**src/rtl/core/rba_pkg.sv**
```systemverilog
// Package for the rectangle blit and alpha blend unit.
// Holds image size defaults, field widths, request and register codes, config struct.
// No dependencies.
package rba_pkg;

  localparam int unsigned IMG_WIDTH_DEF       = 256;
  localparam int unsigned IMG_HEIGHT_DEF      = 256;
  localparam int unsigned BYTES_PER_PIXEL_DEF = 4;

  localparam int unsigned OP_W    = 2;
  localparam int unsigned ADDR_W  = 18;
  localparam int unsigned BYTE_W  = 8;
  localparam int unsigned POS_W   = 8;
  localparam int unsigned SIZE_W  = 9;
  localparam int unsigned ROW_W   = SIZE_W;
  localparam int unsigned COL_W   = SIZE_W + 2;
  localparam int unsigned FIT_W   = 13;
  localparam int unsigned IDX_W   = 3;
  localparam int unsigned CDATA_W = SIZE_W;
  localparam int unsigned PROD_W  = 2 * BYTE_W;

  localparam logic [BYTE_W-1:0] ALPHA_MAX   = 8'd255;
  localparam logic [BYTE_W-1:0] ALPHA_RESET = 8'd255;

  localparam logic [OP_W-1:0] OP_WR_SRC = 2'd0;
  localparam logic [OP_W-1:0] OP_WR_DST = 2'd1;
  localparam logic [OP_W-1:0] OP_BLIT   = 2'd2;
  localparam logic [OP_W-1:0] OP_RD_DST = 2'd3;

  localparam logic [IDX_W-1:0] REG_SRC_X    = 3'd0;
  localparam logic [IDX_W-1:0] REG_SRC_Y    = 3'd1;
  localparam logic [IDX_W-1:0] REG_RECT_W   = 3'd2;
  localparam logic [IDX_W-1:0] REG_RECT_H   = 3'd3;
  localparam logic [IDX_W-1:0] REG_DST_X    = 3'd4;
  localparam logic [IDX_W-1:0] REG_DST_Y    = 3'd5;
  localparam logic [IDX_W-1:0] REG_BLEND_ON = 3'd6;
  localparam logic [IDX_W-1:0] REG_ALPHA    = 3'd7;

  typedef struct packed {
    logic [POS_W-1:0]  src_x;
    logic [POS_W-1:0]  src_y;
    logic [SIZE_W-1:0] rect_w;
    logic [SIZE_W-1:0] rect_h;
    logic [POS_W-1:0]  dst_x;
    logic [POS_W-1:0]  dst_y;
    logic              blend_on;
    logic [BYTE_W-1:0] alpha;
  } cfg_t;

endpackage

```
**src/rtl/core/rba_blend.sv**
```systemverilog
// Shared blend unit: registered products s*alpha and d*(255-alpha), then sum >> 8;
// registered src if blend_on is low. Depends on rba_pkg for widths, alpha ceiling.
module rba_blend (
  input  logic                        clk,
  input  logic                        load,
  input  logic                        blend_on,
  input  logic [rba_pkg::BYTE_W-1:0]  alpha,
  input  logic [rba_pkg::BYTE_W-1:0]  src,
  input  logic [rba_pkg::BYTE_W-1:0]  dst,
  output logic [rba_pkg::BYTE_W-1:0]  result
);

  logic [rba_pkg::PROD_W-1:0] prod_s_r;
  logic [rba_pkg::PROD_W-1:0] prod_d_r;
  logic [rba_pkg::BYTE_W-1:0] src_r;
  logic [rba_pkg::PROD_W-1:0] sum;

  always_ff @(posedge clk) begin
    if (load) begin
      prod_s_r <= rba_pkg::PROD_W'(src) * rba_pkg::PROD_W'(alpha);
      prod_d_r <= rba_pkg::PROD_W'(dst) * rba_pkg::PROD_W'(rba_pkg::ALPHA_MAX - alpha);
      src_r    <= src;
    end
  end

  assign sum    = prod_s_r + prod_d_r;
  assign result = blend_on ? sum[rba_pkg::PROD_W-1:rba_pkg::BYTE_W] : src_r;

endmodule

```
**config.mk**
```make
export PLATFORM = sky130hd
export DESIGN_NAME = rba_blend
export DESIGN_NICKNAME = d
export VERILOG_FILES = /design/src/rtl/core/rba_pkg.sv /design/src/rtl/core/rba_blend.sv
export SDC_FILE = /design/constraint.sdc
export NUM_CORES = 1
export LEC_CHECK = 0
export BUFFER_PORTS_ARGS = -buffer_cell sky130_fd_sc_hd__buf_4
export CELL_PAD_IN_SITES_DETAIL_PLACEMENT = 1
export CELL_PAD_IN_SITES_GLOBAL_PLACEMENT = 2
export CORE_AREA = 2 2 136 138
export DETAILED_ROUTE_END_ITERATION = 12
export DIE_AREA = 0 0 138 140
export GPL_TIMING_DRIVEN = 0
export HOLD_SLACK_MARGIN = 0.12
export PLACE_DENSITY = 0.74
export SLEW_MARGIN = 20
export SYNTH_ARGS = -nofsm -noshare
export SYNTH_HDL_FRONTEND = slang
export SYNTH_SLANG_ARGS = --single-unit
```
**constraint.sdc**
```tcl
create_clock -name clk -period 5.23 [get_ports clk]
set_input_delay 0.2615 -clock clk [delete_from_list [all_inputs] [get_ports clk]]
set_output_delay 0.2615 -clock clk [all_outputs]
set_load 0.05 [all_outputs]
```
==> impl_metrics.yaml, run 1 <==
cells_and_area:
  drive_above_1_share_pct: 8.58
  n_antenna_cell: 0
  fill_cells: 2047
  final_area_um2: 6890
  fin_util_pct: 38.8
  syn_to_final_growth_pct: 11.4
  multiInputGateArea_um2: 4490
  finalNetCount: 863
  regArea_um2: 1200
timing:
  period_share_pct: 86.0
  finalHoldViolCount: 0
  timing.hold.ws_ps: 255
  rsz0062_at_grt: "false"
  relSlewSlack_pct: 60.9
  fmax_mhz: 222
  setup-tns-final_ps: 0
  slew_viol_final: 0
  finalCriticalPeriod_ps: 4500
  worstMarginPinSlew_ps: 587
  setup_viol: 0
global_routing:
  track_usage_pct: 14.9
  grt_pass1_wl_mm: 23.6
  grt_pass1_vias: 4801
  antenna_found_initial: 0
  grt_start_max_net_pins: 41
  grt_overflow: 0
synth:
  syn_nets: 822
  yosys_warnings: 0
  syn_area_per_cell_um2: 9.76
  synth_cells: 634
  ys_seq_elements: 40
  synth_area_um2: 6190
  yosys.area.top_type: "fa_1"
  synth.top_cell.area_share_pct: 23.6
  synth.area.top_cells: "fa_1, edfxtp_1, ha_1"
  yosysUniqueCellTypes: 49
  yosysSeqAreaShare_pct: 19.4
pwr:
  p_int_mw: 1.66
  pwr_density_cell_nw_per_um2: 457
  power_mw: 3.15
  switching_share_pct: 47.3
  power_leakage_nw: 3.33
  p_comb_share_pct: 71.4
  switchingPower_mw: 1.49
  ir_drop_mv: 0.426
  clkPwrFrac_pct: 10.8
  seq_power_share_pct: 17.8
critical_path:
  crit_top_cell: "fa_1"
  crit_fanout: 10
  end_kind: "flip-flop"
  crit_arrival_ps: 4520
  endpoint: "prod_s_r[14]"
  cp.required_ps: 5250
  slowest_delay_ps: 550
  startpoint_type: "input port"
  path_class: "input port to flip-flop"
  crit_slowest_cell: "fa_1"
  path_cells: "buf_4, clkbuf_1, nand2_1, fa_1, fa_1, inv_1, fa_1, inv_1, fa_1, inv_1, ha_1, o21ai_0, nand2_1, a31oi_2, nor2_1, a221oi_2, xnor2_1"
  crit_start: "alpha[2]"
clock_tree:
  post_cts_buffers: 0
  path_clk_slew_ps: 60
  htreeDepth: 2
  cts.sinks: 40
  cts_buffers: 5
  cts_hold_buffers: 0
  cts_tree: "yes"
  clk_path_buf_depth: 2
  clock-root-buffer: "clkbuf_16"
  postCtsResizedCells: 0
floorplan:
  start_util_pct: 34.8
  ios: 35
  core_um2: 17800
  rows: 49
  dieHeight_um: 140
  die-area_um2: 19300
  die_w_um: 138
routing:
  finalWirelength_mm: 14.2
  drc: 0
  drtIter0Drc: 164
  ant_nets: 0
  vias_per_cell: 4.87
  wire_per_inst_um: 15.7
  dr.pass1.iters: 4
  via_count: 4408
place:
  routabilityCongestion: 0.786
  place_hpwl_mm: 12.1
  portBuffers: 34
  placed_cell_area_um2: 6730
hold_path:
  hold_path.class: "input port to flip-flop"
run_status:
  status: "finished, final reports clean"
run:
  maxCapViolCount: 0
[critical path, delay by kind of cell]
kind                       cells  cell delay (ps)
AOI/OAI and AO/OA              3              770
and+or+nand+nor                3              360
buffers and inverters          5              680
xor gates and xnor gates       1              100
adders and majority gates      5             2340
[cells by family (layout without fill, tap and decap cells)]
group                      Yosys count  count (layout)  share of synthesized area, %
and+or+nand+nor                    194             194                          17.4
AOI/OAI and AO/OA                   75              75                          9.00
DFF                                 40              40                          19.4
muxes                                6               6                          1.11
xor gates and xnor gates            25              25                          3.54
adders and majority gates          161             161                          41.4
buffers and inverters              133             175                          8.09
[metrics by stage]
step	cells	worst slack (ps)
after floorplan	634	1120
after global placement	897	471
after detailed placement	897	420
after CTS	905	698
after global routing	905	447
final	905	734
[power by group through the flow]
stage	Clock, mW	Combinational, mW	Sequential (mW)
2_1_floorplan	0	1.71	0.549
3_3_place_gp	0	2.22	0.564
3_5_place_dp	0	2.27	0.569
4_1_cts	0.351	2.29	0.564
5_1_grt	0.362	2.53	0.569
6_report	0.340	2.25	0.560
[synthesized netlist by cell type, drive strengths merged]
cell,n
clkbuf,9
nor2b,41
nor4b,1
a31o,1
and3,2
nand2b,29
o21bai,4
o211ai,4
and2,52
nor3,6
a211oi,6
fa,73
a31oi,2
xor2,7
o22ai,2
mux2i,2
nand2,30
a221oi,2
o31ai,2
or4b,1
mux2,4
ha,88
o21ai,13
a41oi,1
buf,1
a21oi,19
edfxtp,40
nand4,2
nand3,6
a21o,11
nor4,1
a311oi,1
a211o,1
nor2,22
a2111oi,1
or3b,1
o21a,5
xnor2,18
inv,123
[layout make-up]
class | count | share of cell area (%)
plain buffers | 10 | 0.563
clock buffers | 6 | 1.87
clock inverters | 2 | 0.508
inverters | 123 | 6.70
multi-input cells | 461 | 65.1
flip-flops and latches | 40 | 17.4
well taps | 229 | 4.16
repair buffers | 34 | 3.70
[sequential cells by signal, summed over array words and instances, names as in the netlist]
signal / cells
src_r: 8
prod_s_r: 16
prod_d_r: 16
[cells in the final DEF, fill, tap and decap left out, drive strengths merged, types with 5 or more instances in the layout]
master,count
nand3,6
a21o,11
nand2b,29
clkbuf,15
o21a,5
nor2b,41
ha,88
inv,123
and2,52
o21ai,13
nand2,30
fa,73
nor3,6
xnor2,18
buf,35
xor2,7
a211oi,6
edfxtp,40
nor2,22
a21oi,19
[worst min-delay path by stage]
stage | startpoint | endpoint | slack, ps | cells after the start
after floorplan | src[0] | src_r[0] | 360 | 0
after global routing | src[6] | src_r[6] | 250 | 1
after global placement | src[7] | src_r[7] | 530 | 1
after detailed placement | src[7] | src_r[7] | 530 | 1
after CTS | src[0] | src_r[0] | 250 | 1
final | src[7] | src_r[7] | 260 | 1
[routing by layer]
layer	global-route usage, %	share of wire (%)	vias up
met4	2.36	0.87	0
met2	27.1	52	29
met1	19.7	46	2248
met3	1.09	1.2	6
li1	-	-	2125
met5	0	0	-
No activity file was read; power rests on OpenSTA's default activity.
==> run 2, diff against run 1 <==
Settings changed: CORE_AREA 2 2 136 138 to 2 2 161 163, DIE_AREA 0 0 138 140 to 0 0 163 165, PLACE_DENSITY 0.74 to 0.57.
==> run 2 against run 1 <==
Compared with the run above:
- power rose by 1.8%
- design area up 2.1%
- setup slack lost 6.4 ps
- non-clock buffer count did not move
- combinational power hardly changed
- worst hold slack better by 4.4 ps
- sequential power is essentially flat
- via count down 1.9%
- sequential share of layout area down 0.37 points
- core utilization down 11 points
- clock power is 14% higher
- first-iteration DRC count decreased by 18%
- largest cell class unchanged
- highest routed layer unchanged
==> impl_metrics.yaml, run 2 (synthesis gave the netlist of run 1 again) <==
cells_and_area:
  syn_to_final_growth_pct: 13.8
  layout_commonest_cell: "inv_1"
  finalNetCount: 863
  largest_registers: "prod_d_r x16, prod_s_r x16, src_r x8"
  final_area_um2: 7040
  fill_cells: 2869
  regArea_um2: 1200
  n_antenna_cell: 0
  layout_common_cells: "inv_1, ha_1, fa_1"
  drive_above_1_share_pct: 8.59
  multiInputGateArea_um2: 4490
critical_path:
  path_cells: "buf_4, clkbuf_1, nand2_1, fa_1, fa_1, inv_1, fa_1, inv_1, fa_1, inv_1, ha_1, o21ai_0, nand2_1, a31oi_2, nor2_1, a221oi_2, xnor2_1"
  cp.required_ps: 5260
  crit_start: "alpha[2]"
  crit_slowest_cell: "fa_1"
  crit_top_cell: "fa_1"
  critPathBufInv: 5
  end_kind: "flip-flop"
  startpoint_type: "input port"
  path_class: "input port to flip-flop"
  crit_family: "adder cells"
  crit_fanout: 10
  slowest_delay_ps: 550
  crit_arrival_ps: 4530
clock_tree:
  cts_hold_buffers: 0
  cts.sinks: 40
  post_cts_buffers: 0
  path_clk_slew_ps: 60
  postCtsResizedCells: 0
  cts_buffers: 5
  clk_path_buf_depth: 2
  cts_tree: "yes"
  htreeDepth: 2
  clock-root-buffer: "clkbuf_16"
run:
  maxCapViolCount: 0
global_routing:
  antenna_found_initial: 0
  grt_pass1_vias: 4742
  grt_overflow: 0
  track_usage_pct: 11.5
  grt_pass1_wl_mm: 24.6
  grt_start_max_net_pins: 41
routing:
  finalWirelength_mm: 14.8
  drc: 0
  wire_per_inst_um: 14.7
  drtIter0Drc: 134
  via_count: 4324
  ant_nets: 0
  dr.pass1.iters: 4
  vias_per_cell: 4.30
pwr:
  ir_drop_mv: 0.187
  clkPwrFrac_pct: 12.1
  switching_share_pct: 46.8
  p_int_mw: 1.71
  pwr_density_cell_nw_per_um2: 456
  seq_power_share_pct: 17.5
  power_leakage_nw: 3.34
  switchingPower_mw: 1.50
  power_mw: 3.21
  p_comb_share_pct: 70.4
timing:
  period_share_pct: 86.1
  rsz0062_at_grt: "false"
  finalHoldViolCount: 0
  relSlewSlack_pct: 61.6
  fmax_mhz: 222
  setup-tns-final_ps: 0
  slew_viol_final: 0
  setup_ws_ps: 727
  worstMarginPinSlew_ps: 577
  setup_viol: 0
  timing.hold.ws_ps: 260
  finalCriticalPeriod_ps: 4500
place:
  place_hpwl_mm: 12.7
  portBuffers: 34
  post-place-ws_ps: 383
  routabilityCongestion: 0.753
  placed_cell_area_um2: 6860
floorplan:
  rows: 58
  die-area_um2: 26900
  dieHeight_um: 165
  die_w_um: 163
  ios: 35
  core_um2: 25000
  start_util_pct: 24.7
hold_path:
  hold_path.class: "input port to flip-flop"
  hp-start: "src[6]"
run_status:
  status: "finished, final reports clean"
-- run 2: cell types whose count changed in the layout (fill, tap and decap cells not counted), sizes merged --
| cell | previous run | this run |
|---|---|---|
| bufinv | 1 | 2 |
| clkbuf | 15 | 14 |
| clkinv | 1 | 0 |
-- run 2: worst paths after layout --
check | endpoint | slack (ps) | depth (start not counted)
worst max-delay path | prod_s_r[14] | 730 | 17
worst min-delay path | src_r[6] | 260 | 1
-- run 2: power groups by stage --
stage	logic, mW	registers, mW	clock network, mW
after floorplan	1.71	0.549	0
after global placement	2.29	0.565	0
after detailed placement	2.31	0.571	0
after CTS	2.33	0.565	0.400
after global routing	2.56	0.573	0.414
final	2.26	0.561	0.389
-- run 2: cell type report --
class | count | area share (%)
plain buffers | 10 | 0.551
well taps | 330 | 5.86
repair buffers | 34 | 3.63
multi-input cells | 461 | 63.7
inverters | 123 | 6.56
clock buffers | 5 | 1.78
flip-flops and latches | 40 | 17.1
clock inverters | 2 | 0.853
-- run 2: per-stage QoR --
stage / utilization, % / cells
2_1_floorplan: - / 634
3_3_place_gp: 27.4 / 998
3_5_place_dp: 27.4 / 998
4_1_cts: 28.1 / 1005
5_1_grt: 28.1 / 1005
6_report: 28.1 / 1005
-- run 2: layer usage --
layer	up-vias	share of wire, %	global-route usage [%]
li1	2126	-	-
met1	2178	47	15.2
met2	18	51	21.0
met3	2	1.2	1.13
met4	0	0.34	1.21
met5	-	0	0
==> run 3, diff against run 2 <==
==> constraint.sdc (replaced) <==
create_clock -name clk -period 5.23 [get_ports clk]
set_input_delay 1.046 -clock clk [delete_from_list [all_inputs] [get_ports clk]]
set_output_delay 1.046 -clock clk [all_outputs]
set_load 0.05 [all_outputs]
==> run 3 against run 2 <==
Compared with the run above:
- first-iteration DRC count fell by 0.75%
- non-clock buffer count fell by 5
- clock power barely moved
- sequential power barely moved
- cell count fell by 0.50%
- power rose by 0.40%
- fmax fell by 11%
- critical path type unchanged
- critical endpoint unchanged
==> impl_metrics.yaml, run 3 (synthesis gave the netlist of run 1 again) <==
run_status:
  status: "finished, final reports clean"
routing:
  dr.pass1.iters: 4
  drtIter0Drc: 133
  ant_nets: 0
  drc: 0
  via_count: 4315
  finalWirelength_mm: 14.7
  wire_per_inst_um: 14.7
  vias_per_cell: 4.32
global_routing:
  track_usage_pct: 11.4
  grt_pass1_wl_mm: 24.5
  antenna_found_initial: 0
  grt_pass1_vias: 4743
  grt_overflow: 0
  grt_start_max_net_pins: 41
clock_tree:
  cts.sinks: 40
  cts_hold_buffers: 0
  path_clk_slew_ps: 60
  clk_path_buf_depth: 2
  htreeDepth: 2
  cts_tree: "yes"
  clock-root-buffer: "clkbuf_16"
  cts_buffers: 5
cells_and_area:
  layout_common_cells: "inv_1, ha_1, fa_1"
  layout_commonest_cell: "inv_1"
  drive_above_1_share_pct: 9.70
  fin_util_pct: 28.2
  finalNetCount: 858
  final_area_um2: 7050
  n_antenna_cell: 0
  multiInputGateArea_um2: 4510
  largest_registers: "prod_d_r x16, prod_s_r x16, src_r x8"
  fill_cells: 2867
  regArea_um2: 1200
  syn_to_final_growth_pct: 14.0
hold_path:
  hold_path.class: "input port to flip-flop"
timing:
  worstMarginPinSlew_ps: 504
  setup_viol: 0
  finalHoldViolCount: 0
  finalCriticalPeriod_ps: 5030
  relSlewSlack_pct: 66.4
  slew_viol_final: 0
  fmax_mhz: 199
  period_share_pct: 96.2
  rsz0062_at_grt: "false"
  timing.hold.ws_ps: 1040
critical_path:
  crit_fanout: 10
  path_class: "input port to flip-flop"
  cp.required_ps: 5260
  startpoint_type: "input port"
  crit_arrival_ps: 5060
  end_kind: "flip-flop"
floorplan:
  dieHeight_um: 165
  ios: 35
  core_um2: 25000
  rows: 58
  die-area_um2: 26900
  die_w_um: 163
  start_util_pct: 24.7
run:
  maxCapViolCount: 0
pwr:
  p_comb_share_pct: 70.5
  seq_power_share_pct: 17.4
  power_mw: 3.22
  p_int_mw: 1.71
  switchingPower_mw: 1.51
  clkPwrFrac_pct: 12.1
  pwr_density_cell_nw_per_um2: 457
  power_leakage_nw: 3.36
  switching_share_pct: 46.9
  ir_drop_mv: 0.187
place:
  routabilityCongestion: 0.753
  place_hpwl_mm: 12.7
  portBuffers: 34
  placed_cell_area_um2: 6860
[run 3: cell types whose count changed in the layout (fill, tap and decap cells not counted)]
cell      previous run  this run
xnor2_1             18        17
clkbuf_2             0         2
xnor2_2              0         1
buf_2                1         2
a41oi_1              1         0
a211oi_2             1         3
a41oi_2              0         1
clkbuf_1             9         1
a211oi_1             5         3
[run 3: final timing paths]
check	from	end	slack, ps	depth (start not counted)
worst max-delay path	alpha[5]	prod_s_r[14]	200	17
worst min-delay path	src[6]	src_r[6]	1040	1
[run 3: routing by layer]
metal | vias to the layer above | track usage (%) | share of wire [%]
li1 | 2117 | - | -
met1 | 2174 | 15.0 | 46
met2 | 22 | 21.0 | 52
met3 | 2 | 1.03 | 1.8
met4 | 0 | 1.21 | 0.35
met5 | - | 0 | 0
[run 3: power by group through the flow]
stage                     Sequential [mW]  Combinational (mW)  Clock, mW
after floorplan                     0.549                1.71          0
after global placement              0.565                2.29          0
after detailed placement            0.571                2.31          0
after CTS                           0.565                2.34      0.400
after global routing                0.573                2.57      0.414
final                               0.561                2.27      0.388
[run 3: final cells by class]
class,instances,area share [%]
Buffer,5,0.337
Clock buffer,5,1.77
Clock inverter,2,0.852
Inverter,123,6.55
Multi-Input combinational cell,461,64.0
Sequential cell,40,17.0
Tap cell,330,5.86
Timing Repair Buffer,34,3.62
[run 3: stage by stage]
stage	TNS, ps	setup slack [ps]	std cells
after global placement	-1860	-383	998
after detailed placement	-2190	-401	998
after floorplan	0	334	634
after CTS	0	36.1	1001
final	0	197	1000
after global routing	0	0.441	1000
[run 3: critical path: stages]
cell and delay, ps:
buf_4 140, clkbuf_2 250, nand2_1 120, fa_1 520, fa_1 500, inv_1 50
fa_1 480, inv_1 50, fa_1 470, inv_1 40, ha_1 320, o21ai_0 240
nand2_1 100, a31oi_2 270, nor2_1 100, a221oi_2 260, xnor2_1 90
[run 3: repair_timing]
| action | 4_1_cts | 5_1_grt |
|---|---|---|
| resized for setup | 6 | 2 |
| endpoints found under the setup margin | 5 | 3 |
| setup buffers | 0 | 0 |
