==> src/rtl/core/rba_pkg.sv <==
// Package for the rectangle blit and alpha blend unit.
// Holds image size defaults, field widths, request and register codes, config struct.
// No dependencies.
package rba_pkg;

  localparam int unsigned IMG_WIDTH_DEF       = 256;
  localparam int unsigned IMG_HEIGHT_DEF      = 256;
  localparam int unsigned BYTES_PER_PIXEL_DEF = 4;

  localparam int unsigned OP_W    = 2;
  localparam int unsigned ADDR_W  = 18;
  localparam int unsigned BYTE_W  = 8;
  localparam int unsigned POS_W   = 8;
  localparam int unsigned SIZE_W  = 9;
  localparam int unsigned ROW_W   = SIZE_W;
  localparam int unsigned COL_W   = SIZE_W + 2;
  localparam int unsigned FIT_W   = 13;
  localparam int unsigned IDX_W   = 3;
  localparam int unsigned CDATA_W = SIZE_W;
  localparam int unsigned PROD_W  = 2 * BYTE_W;

  localparam logic [BYTE_W-1:0] ALPHA_MAX   = 8'd255;
  localparam logic [BYTE_W-1:0] ALPHA_RESET = 8'd255;

  localparam logic [OP_W-1:0] OP_WR_SRC = 2'd0;
  localparam logic [OP_W-1:0] OP_WR_DST = 2'd1;
  localparam logic [OP_W-1:0] OP_BLIT   = 2'd2;
  localparam logic [OP_W-1:0] OP_RD_DST = 2'd3;

  localparam logic [IDX_W-1:0] REG_SRC_X    = 3'd0;
  localparam logic [IDX_W-1:0] REG_SRC_Y    = 3'd1;
  localparam logic [IDX_W-1:0] REG_RECT_W   = 3'd2;
  localparam logic [IDX_W-1:0] REG_RECT_H   = 3'd3;
  localparam logic [IDX_W-1:0] REG_DST_X    = 3'd4;
  localparam logic [IDX_W-1:0] REG_DST_Y    = 3'd5;
  localparam logic [IDX_W-1:0] REG_BLEND_ON = 3'd6;
  localparam logic [IDX_W-1:0] REG_ALPHA    = 3'd7;

  typedef struct packed {
    logic [POS_W-1:0]  src_x;
    logic [POS_W-1:0]  src_y;
    logic [SIZE_W-1:0] rect_w;
    logic [SIZE_W-1:0] rect_h;
    logic [POS_W-1:0]  dst_x;
    logic [POS_W-1:0]  dst_y;
    logic              blend_on;
    logic [BYTE_W-1:0] alpha;
  } cfg_t;

endpackage

==> src/rtl/core/rba_cfg.sv <==
// Configuration register file for the blit unit.
// Depends on rba_pkg for register codes and the cfg_t struct.
module rba_cfg (
  input  logic                         clk,
  input  logic                         rst_n,
  input  logic                         wr_en,
  input  logic [rba_pkg::IDX_W-1:0]    index,
  input  logic [rba_pkg::CDATA_W-1:0]  data,
  output rba_pkg::cfg_t                cfg
);

  rba_pkg::cfg_t cfg_r;
  rba_pkg::cfg_t cfg_nxt;

  always_comb begin
    cfg_nxt = cfg_r;
    if (wr_en) begin
      unique case (index)
        rba_pkg::REG_SRC_X:    cfg_nxt.src_x    = data[rba_pkg::POS_W-1:0];
        rba_pkg::REG_SRC_Y:    cfg_nxt.src_y    = data[rba_pkg::POS_W-1:0];
        rba_pkg::REG_RECT_W:   cfg_nxt.rect_w   = data[rba_pkg::SIZE_W-1:0];
        rba_pkg::REG_RECT_H:   cfg_nxt.rect_h   = data[rba_pkg::SIZE_W-1:0];
        rba_pkg::REG_DST_X:    cfg_nxt.dst_x    = data[rba_pkg::POS_W-1:0];
        rba_pkg::REG_DST_Y:    cfg_nxt.dst_y    = data[rba_pkg::POS_W-1:0];
        rba_pkg::REG_BLEND_ON: cfg_nxt.blend_on = data[0];
        rba_pkg::REG_ALPHA:    cfg_nxt.alpha    = data[rba_pkg::BYTE_W-1:0];
      endcase
    end
  end

  always_ff @(posedge clk) begin
    if (!rst_n) begin
      cfg_r.src_x    <= '0;
      cfg_r.src_y    <= '0;
      cfg_r.rect_w   <= '0;
      cfg_r.rect_h   <= '0;
      cfg_r.dst_x    <= '0;
      cfg_r.dst_y    <= '0;
      cfg_r.blend_on <= 1'b0;
      cfg_r.alpha    <= rba_pkg::ALPHA_RESET;
    end else begin
      cfg_r <= cfg_nxt;
    end
  end

  assign cfg = cfg_r;

endmodule

==> config.mk <==
export PLATFORM = sky130hd
export DESIGN_NAME = rba_cfg
export DESIGN_NICKNAME = d
export VERILOG_FILES = /design/src/rtl/core/rba_pkg.sv /design/src/rtl/core/rba_cfg.sv
export SDC_FILE = /design/constraint.sdc
export NUM_CORES = 1
export LEC_CHECK = 0
export ABC_AREA = 1
export ABC_CLOCK_PERIOD_IN_PS = 1080
export BUFFER_PORTS_ARGS = -buffer_cell sky130_fd_sc_hd__buf_2
export CORE_AREA = 2 2 55 95
export CTS_BUF_LIST = sky130_fd_sc_hd__clkbuf_4
export CTS_CLUSTER_SIZE = 30
export DETAILED_ROUTE_END_ITERATION = 8
export DIE_AREA = 0 0 57 97
export HOLD_SLACK_MARGIN = 0.06
export PLACE_DENSITY = 0.87
export SLEW_MARGIN = 5
export SYNTH_ARGS = -nofsm -noshare
export SYNTH_HDL_FRONTEND = slang
export SYNTH_SLANG_ARGS = --single-unit
export TNS_END_PERCENT = 100
==> constraint.sdc <==
create_clock -name clk -period 1.08 [get_ports clk]
set_input_delay 0.216 -clock clk [delete_from_list [all_inputs] [get_ports clk]]
set_output_delay 0.216 -clock clk [all_outputs]
set_load 0.005 [all_outputs]
==> results of run 1 <==
## final timing paths
| kind | startpoint | end | slack, ns | cells past startpoint |
|---|---|---|---|---|
| max | data[0] | cfg[43] | -0.01 | 6 |
| min | data[8] | cfg[42] | 0.19 | 5 |
| max reg2reg | cfg[8] | cfg[8] | 0.36 | 3 |
| min reg2reg | cfg[3] | cfg[3] | 0.46 | 2 |
## cell usage after synthesis (all sizes together)
cell type,instances
inv,15
dfxtp,59
clkbuf,2
nand2,73
nand3,59
clkinv,1
nor2,112
buf,12
a21oi,1
## logic make-up after synthesis
group                  Yosys count
and+or+nand+nor                244
buffers and inverters           30
AOI/OAI and AO/OA                1
DFF                             59
## timing repair
action,4_1_cts,5_1_grt
setup buffers,1,1
hold buffers,8,0
gates resized for setup,43,36
endpoints found under the hold margin,8,0
pin swaps,0,2
setup endpoints to repair,42,64
cloned,0,0
## worst max-delay path, stage by stage
cell	delay [ns]
dlygate4sd3_1	0.54
buf_2	0.15
clkinvlp_4	0.20
nand3_1	0.14
nand2_1	0.07
nor2_1	0.11
## per-layer routing
metal  track usage [%]  vias up
met2              38.6       91
met1              26.9     1090
li1                  -     1227
met4              18.6        0
met5                 0        -
met3              3.21       20
## cell type report
| type | count | area, um^2 | area share [%] |
|---|---|---|---|
| tap | 52 | 65.1 | 2.02 |
| clock buffer | 10 | 75.1 | 2.33 |
| inverter | 16 | 77.6 | 2.40 |
| antenna | 1 | 2.50 | 0.0775 |
| timing repair buffer | 93 | 673 | 20.9 |
| clock inverter | 2 | 7.51 | 0.233 |
| multi-input combinational | 245 | 1080 | 33.3 |
| sequential | 59 | 1250 | 38.8 |
## where the power goes
part,internal (mW),switching (mW)
Sequential,2.26,0.0430
Combinational,0.246,0.334
Clock,0.434,0.698
Total,2.94,1.07
## stage by stage
step	power (mW)	cells	setup WS, ns	cell area, um^2
floorplan	2.65	334	0.138	2390
global placement	2.84	455	-0.0369	2850
detailed placement	2.85	455	-0.0796	2850
CTS	4.00	476	-0.0175	3080
global route	4.20	478	-0.0310	3230
finish	4.02	478	-0.0126	3230
==> run_results.csv, run 1 <==
group,metric,value,unit
sta,finalSetupTns,-0.0126,ns
synthesis,synth_simple_gate_area_share,44.0,%
synthesis,synth_area_leaders,"dfxtp_1, nor2_1, nand3_1, nand2_1, nor2_4",
worst_setup_path,critical_path.max_fanout,7,
synthesis,synthXorXnorAreaFrac,0,%
run_status,status,"finished, violations left",
synthesis,yosys-mux-area-fraction,0,%
pwr,power_density,1240,nW/um^2
global_routing,grt_overflow,0,
hold_path,hold_class,"in -> reg",
detailed_routing,dr.max_layer_used,"met4",
detailed_routing,ant_nets,0,
clock_tree,clock-sinks,59,
layout,drive_above_1_share,40.7,%
detailed_routing,wl_met1,2320,um
detailed_routing,wl,6310,um
synthesis,syn_inst,334,
placement,gp_congestion,0.819,
synthesis,synth_compound_area_share,0.366,%
sta,setup_slack,-0.0126,ns
floorplan,floorplan.die_area,5530,um^2
clock_tree,clk_latency,0.40,ns
worst_setup_path,startpoint_type,"primary input",
sta,max_freq,915,MHz
floorplan,row_count,33,
placement,io_buffers,73,
sta,rsz0062_at_grt,"yes",
global_routing,antenna_found_initial,1,
detailed_routing,firstDrtPassIters,4,
synthesis,ys_seq_area_share,49.3,%
detailed_routing,avgRoutedWirePerCell,13.2,um
clock_tree,cts.htree.levels,3,
layout,largest_reg_flops,59,
placement,dp.final_hpwl,4310,um
detailed_routing,detailroute.via_count,2428,
pwr,p_leak,1.53,nW
detailed_routing,vias_per_cell,5.08,
synthesis,synth_top_area_cell,"dfxtp_1",
layout,fin_nets,439,
synthesis,synthesis.area,2390,um^2
layout,area_growth,34.9,%
sta,fin_crit_sh,101,%
sta,worst_pin_slew,0.366,ns
floorplan,core_area,4710,um^2
clock_tree,cts_buffer_depth,2,
detailed_routing,drt_iter0_markers,90,
sta,report.final.slew_viol_count,0,
synthesis,synthAdderAreaFrac,0,%
floorplan,initial_core_util,50.9,%
layout,final_cell_mix,"nor2_1, nand2_1, buf_2",
sta,setup-violations-final,1,
clock_tree,cts-root-buf,"clkbuf_4",
sta,layout_min_cycle_time,1.09,ns
run_status,violations,"negative setup slack",
layout,final_core_util,68.6,%
floorplan,io_pins,74,
layout,fill_cells,394,
floorplan,die_w,57,um
synthesis,synth.distinct_cells,17,
global_routing,track_usage,23.7,%
worst_setup_path,worstSetupPathType,"in -> reg",
sta,fin_hold_ws,0.185,ns
synthesis,yosys_warnings,0,
detailed_routing,drcViolationCount,0,
worst_setup_path,critPathRequiredTime,1.42,ns
synthesis,synth_top_family_by_area,"simple AND/OR/NAND/NOR gates",
clock_tree,path_clk_slew,0.08,ns
sta,final-hold-violation-count,0,
global_routing,grt_pass1_wl,10200,um
run,drv_cap,0,
sta,maxSlewHeadroom,75.6,%
floorplan,dieHeight,97,um
worst_setup_path,cp_data_arrival_time,1.43,ns
global_routing,grt_pass1_vias,2278,
clock_tree,cts-buffers-inserted,9,
pwr,vdd_ir_drop_max,0.00110,V
global_routing,grt_max_degree,60,
synthesis,syn-num-nets,349,
synthesis,synth_top_cell_area_share,49.3,%
synthesis,ys_ff_latch,59,
detailed_routing,route.met3.wl,406,um
detailed_routing,route.met2.wl,3340,um
clock_tree,cts_tree,"done",
worst_setup_path,cp-end-kind,"flop",
sta,fin_worst_skew,0,ns
layout,final_common_cell,"nor2_1",
synthesis,synth.avg_cell_area,7.17,um^2
No activity file was read; power rests on OpenSTA's default activity.
==> run 2, diff against run 1 <==
Settings changed: CORE_AREA 2 2 55 95 to 2 2 71 124, DIE_AREA 0 0 57 97 to 0 0 73 126, PLACE_DENSITY 0.87 to 0.59, SETUP_SLACK_MARGIN set to 0.1.
==> run 2 against run 1 <==
The flow still finishes with violations (negative setup slack). Global-route usage decreased by 7.7 points. Sequential power hardly changed. Total power rose by 4.9%. Worst setup slack worse by 0.0084 ns. Clock power grew 17%. Maximum frequency shrank 0.76%. Design area grew 3.3%. Clock skew did not move. Flip-flop and latch count unchanged. Register-to-register slack improved by 0.02 ns. Combinational power barely moved. Final cell count grew 10%. Critical path type is now reg -> out. Critical endpoint is now cfg[48]. Largest cell class unchanged. Largest power group unchanged. Highest routed layer unchanged.
==> run_results.csv, run 2 (synthesis gave the netlist of run 1 again) <==
group,metric,value,unit
clock_tree,cts.htree.levels,3,
detailed_routing,ant_nets,0,
sta,worst_pin_slew,0.366,ns
pwr,p_sw_share,26.5,%
clock_tree,clock-sinks,59,
sta,finalSetupTns,-0.120,ns
floorplan,initial_core_util,29.2,%
floorplan,die_w,73,um
clock_tree,cts-buffers-inserted,9,
detailed_routing,avgRoutedWirePerCell,13.4,um
layout,stdcell_area,3330,um^2
clock_tree,cts-root-buf,"clkbuf_4",
pwr,power_density,1260,nW/um^2
sta,max_freq,908,MHz
placement,gp_congestion,0.799,
clock_tree,clk_latency,0.41,ns
worst_setup_path,slowest_delay,0.35,ns
detailed_routing,firstDrtPassIters,4,
worst_setup_path,startpoint_type,"flop",
pwr,power_frac_seq,54.8,%
layout,final_common_cell,"nor2_1",
pwr,combinationalPowerShare,13.8,%
sta,layout_min_cycle_time,1.10,ns
layout,area_growth,39.3,%
floorplan,io_pins,74,
worst_setup_path,worst-path-buf-inv,1,
placement,placed_area,2920,um^2
sta,final-hold-violation-count,0,
worst_setup_path,critPathRequiredTime,0.86,ns
pwr,switching_power,1.12,mW
global_routing,grt_max_degree,60,
global_routing,grt_pass1_vias,2310,
detailed_routing,vias_per_cell,4.63,
run_status,violations,"negative setup slack",
worst_setup_path,worstPathCellList,"buf_2",
sta,setup_slack,-0.0210,ns
sta,rsz0062_at_grt,"yes",
floorplan,core_area,8200,um^2
layout,final_core_util,40.6,%
pwr,p_leak,1.61,nW
sta,fin_hold_ws,0.156,ns
floorplan,row_count,44,
worst_setup_path,cp_data_arrival_time,0.88,ns
layout,drive_above_1_share,41.7,%
layout,largest_reg_flops,59,
floorplan,dieHeight,126,um
global_routing,grt_overflow,0,
worst_setup_path,worstSetupPathType,"reg -> out",
sta,maxSlewHeadroom,75.5,%
global_routing,antenna_found_initial,1,
pwr,clkPwrFrac,31.4,%
sta,setup-violations-final,17,
floorplan,floorplan.die_area,9200,um^2
worst_setup_path,critical_path.max_fanout,2,
detailed_routing,wl,7050,um
pwr,p_int,3.10,mW
layout,final_cell_mix,"nor2_1, nand2_1, nand3_1, dfxtp_2, buf_2",
sta,fin_crit_sh,102,%
global_routing,grt_pass1_wl,11100,um
global_routing,track_usage,16.0,%
sta,report.final.slew_viol_count,0,
pwr,vdd_ir_drop_max,0.000713,V
detailed_routing,drt_iter0_markers,135,
layout,fin_nets,446,
detailed_routing,detailroute.via_count,2438,
clock_tree,cts_tree,"done",
placement,dp.final_hpwl,4970,um
sta,fin_worst_skew,0,ns
worst_setup_path,cp-end-kind,"output pin",
worst_setup_path,cp_top_family,"flip-flops",
detailed_routing,drcViolationCount,0,
run,drv_cap,0,
placement,place_ws,-0.0577,ns
placement,io_buffers,73,
worst_setup_path,critPathSlowestCell,"dfxtp_2",
run_status,status,"finished, violations left",
clock_tree,cts_buffer_depth,2,
clock_tree,path_clk_slew,0.09,ns
hold_path,hold_class,"in -> reg",
-- run 2: cell type report --
cell class	instances	area [um^2]
multi-input cells	245	1060
repair buffers	100	732
flip-flops and latches	59	1250
inverters	16	62.6
diodes	1	2.50
clock buffers	14	105
fillers	886	4870
well taps	92	115
-- run 2: stage by stage --
stage	power [mW]	instances
4_1_cts	4.24	522
5_1_grt	4.44	527
3_5_place_dp	2.87	496
6_report	4.22	527
2_1_floorplan	2.65	334
3_3_place_gp	2.86	496
-- run 2: repair_timing --
action                     in CTS  in global routing
hold buffers                    8                  0
setup endpoints to repair      59                 65
setup buffers                   4                  4
resized for setup              60                 15
hold endpoints to repair        8                  0
-- run 2: worst paths after layout --
path / start / endpoint / slack (ns) / depth (start not counted)
worst max register to register: cfg[11] / cfg[11] / 0.38 / 3
worst min register to register: cfg[1] / cfg[1] / 0.45 / 2
worst max-delay path: cfg[48] / cfg[48] / -0.02 / 1
worst min-delay path: data[8] / cfg[33] / 0.16 / 5
-- run 2: per-layer routing --
metal / vias to the layer above / global-route usage, % / part of all wire [%]
li1: 1240 / - / -
met1: 1115 / 15.8 / 37
met2: 66 / 27.4 / 53
met3: 17 / 4.64 / 5.2
met4: 0 / 11.9 / 4.4
met5: - / 0 / 0
-- run 2: power by group through the flow --
stage          combinational, mW  sequential [mW]  clock (mW)
2_1_floorplan              0.303             2.35           0
3_3_place_gp               0.519             2.34           0
3_5_place_dp               0.526             2.35           0
4_1_cts                    0.560             2.31        1.37
5_1_grt                    0.650             2.32        1.46
6_report                   0.582             2.31        1.32
==> run 3, diff against run 2 <==
Settings changed: ABC_CLOCK_PERIOD_IN_PS 1080 to 1100, CAP_MARGIN set to 15.
Clock period 1.08 ns to 1.1 ns, I/O delays scaled along.
==> run 3 against run 2 <==
The flow still finishes with violations (negative setup slack). Sequential power decreased by 2%. First-iteration DRC count decreased by 26%. Combinational power decreased by 4.8%. Flip-flop and latch count unchanged. Register-to-register slack improved by 0.02 ns. Worst hold slack improved by 0.017 ns. Worst setup slack improved by 0.019 ns. Clock skew unchanged. Largest power group unchanged.
==> run_results.csv, run 3 (synthesis gave the netlist of run 1 again) <==
group,metric,value,unit
placement,gp_congestion,0.764,
sta,fin_worst_skew,0,ns
global_routing,grt_pass1_wl,10500,um
global_routing,grt_pass1_vias,2186,
global_routing,grt_overflow,0,
detailed_routing,drcViolationCount,0,
placement,placed_area,2900,um^2
worst_setup_path,crit_cells,1,
global_routing,grt_max_degree,60,
detailed_routing,ant_nets,0,
worst_setup_path,worstSetupPathType,"reg -> out",
clock_tree,clock-sinks,59,
clock_tree,path_clk_slew,0.10,ns
placement,dp.final_hpwl,4800,um
floorplan,row_count,44,
global_routing,track_usage,15.1,%
layout,stdcell_area,3290,um^2
sta,fin_crit_sh,100,%
layout,final_common_cell,"nor2_1",
global_routing,antenna_found_initial,0,
detailed_routing,avgRoutedWirePerCell,12.7,um
sta,max_freq,907,MHz
run_status,status,"finished, violations left",
run,drv_cap,0,
placement,dp.cells,495,
layout,drive_above_1_share,40.4,%
layout,final_cells,525,
worst_setup_path,slowest_delay,0.36,ns
clock_tree,cts_tree,"done",
pwr,p_leak,1.59,nW
pwr,p_sw_share,26.0,%
floorplan,io_pins,74,
layout,diodes,0,
worst_setup_path,worst-path-buf-inv,1,
sta,setup_slack,-0.00233,ns
sta,report.final.slew_viol_count,0,
worst_setup_path,worstPathCellList,"buf_2",
hold_path,hold_class,"in -> reg",
clock_tree,cts.htree.levels,3,
layout,fill_cells,898,
worst_setup_path,cp-end-kind,"output pin",
worst_setup_path,startpoint_type,"flop",
clock_tree,cts-buffers-inserted,9,
pwr,power_frac_seq,53.5,%
sta,layout_min_cycle_time,1.10,ns
layout,ff_latch_area,1250,um^2
floorplan,core_area,8200,um^2
layout,area_growth,37.3,%
worst_setup_path,critPathSlowestCell,"dfxtp_2",
sta,final-hold-violation-count,0,
floorplan,initial_core_util,29.2,%
clock_tree,clk_latency,0.40,ns
pwr,power_density,1290,nW/um^2
worst_setup_path,cp_data_arrival_time,0.88,ns
pwr,clkPwrFrac,33.5,%
layout,final_cell_mix,"nor2_1, nand2_1, buf_2",
worst_setup_path,cp_top_family,"flip-flops",
clock_tree,cts-root-buf,"clkbuf_4",
worst_setup_path,reg2regPathDepth,3,
run_status,violations,"negative setup slack",
sta,worst_pin_slew,0.362,ns
layout,fin_nets,444,
sta,rsz0062_at_grt,"yes",
hold_path,hold_depth,5,
detailed_routing,vias_per_cell,4.59,
worst_setup_path,critPathRequiredTime,0.88,ns
detailed_routing,drt_iter0_markers,100,
layout,largest_reg_flops,59,
placement,io_buffers,73,
clock_tree,cts_buffer_depth,2,
pwr,vdd_ir_drop_max,0.000524,V
floorplan,floorplan.die_area,9200,um^2
detailed_routing,detailroute.via_count,2411,
sta,maxSlewHeadroom,75.8,%
pwr,p_int,3.14,mW
worst_setup_path,critical_path.max_fanout,2,
floorplan,die_w,73,um
sta,setup-violations-final,2,
layout,multi_input_area,1060,um^2
pwr,combinationalPowerShare,13.1,%
pwr,switching_power,1.10,mW
detailed_routing,firstDrtPassIters,5,
detailed_routing,wl,6640,um
floorplan,dieHeight,126,um
==> run 3: cell type report <==
class | instances | share of cell area [%]
flip-flops and latches | 59 | 38.2
multi-input cells | 245 | 32.3
repair buffers | 98 | 20.5
well taps | 92 | 3.50
clock buffers | 10 | 2.28
inverters | 16 | 1.90
clock inverters | 5 | 1.37
==> run 3: timing repair <==
| item | 4_1_cts | 5_1_grt |
|---|---|---|
| hold buffers | 8 | 0 |
| setup buffers | 5 | 2 |
| resized for setup | 61 | 8 |
| hold endpoints to repair | 8 | 0 |
| pin swaps | 0 | 0 |
| setup endpoints to repair | 59 | 59 |
==> run 3: final timing paths <==
| path | start | to | slack [ns] |
|---|---|---|---|
| worst max register to register | cfg[8] | cfg[8] | 0.40 |
| worst max-delay path | cfg[34] | cfg[34] | -0.002 |
| worst min-delay path | data[8] | cfg[42] | 0.17 |
| worst min register to register | cfg[1] | cfg[1] | 0.46 |
==> run 3: through the flow <==
step                      power [mW]  hold slack, ns  setup WS (ns)  setup TNS, ns  utilization (%)
after CTS                       4.28           0.150        -0.0244         -0.241             39.3
after global routing            4.45           0.182        -0.0469          -1.11             40.1
final                           4.24           0.173       -0.00233       -0.00290             40.1
after global placement          2.81           0.443        -0.0150         -0.160             35.3
after floorplan                 2.60           0.346          0.154              0                -
after detailed placement        2.81           0.445        -0.0407         -0.647             35.3
==> run 3: per-layer routing <==
layer	wire [um]	vias to the layer above	part of all wire (%)	GRT usage (%)
met3	358	20	5.4	4.56
li1	-	1235	-	-
met4	262	0	3.9	10.1
met2	3500	73	53	25.0
met1	2520	1083	38	16.0
met5	0	-	0	0
==> run 3: worst min-delay path, delay by kind of cell <==
| family | cells | cell delay [ns] |
|---|---|---|
| buffers and inverters | 2 | 0.12 |
| and+or+nand+nor | 3 | 0.19 |
==> run 3: power by group through the flow <==
stage	Clock, mW	Sequential, mW	Combinational [mW]
floorplan	0	2.30	0.298
global placement	0	2.30	0.505
detailed placement	0	2.30	0.509
CTS	1.47	2.27	0.545
global route	1.56	2.28	0.618
finish	1.42	2.27	0.554
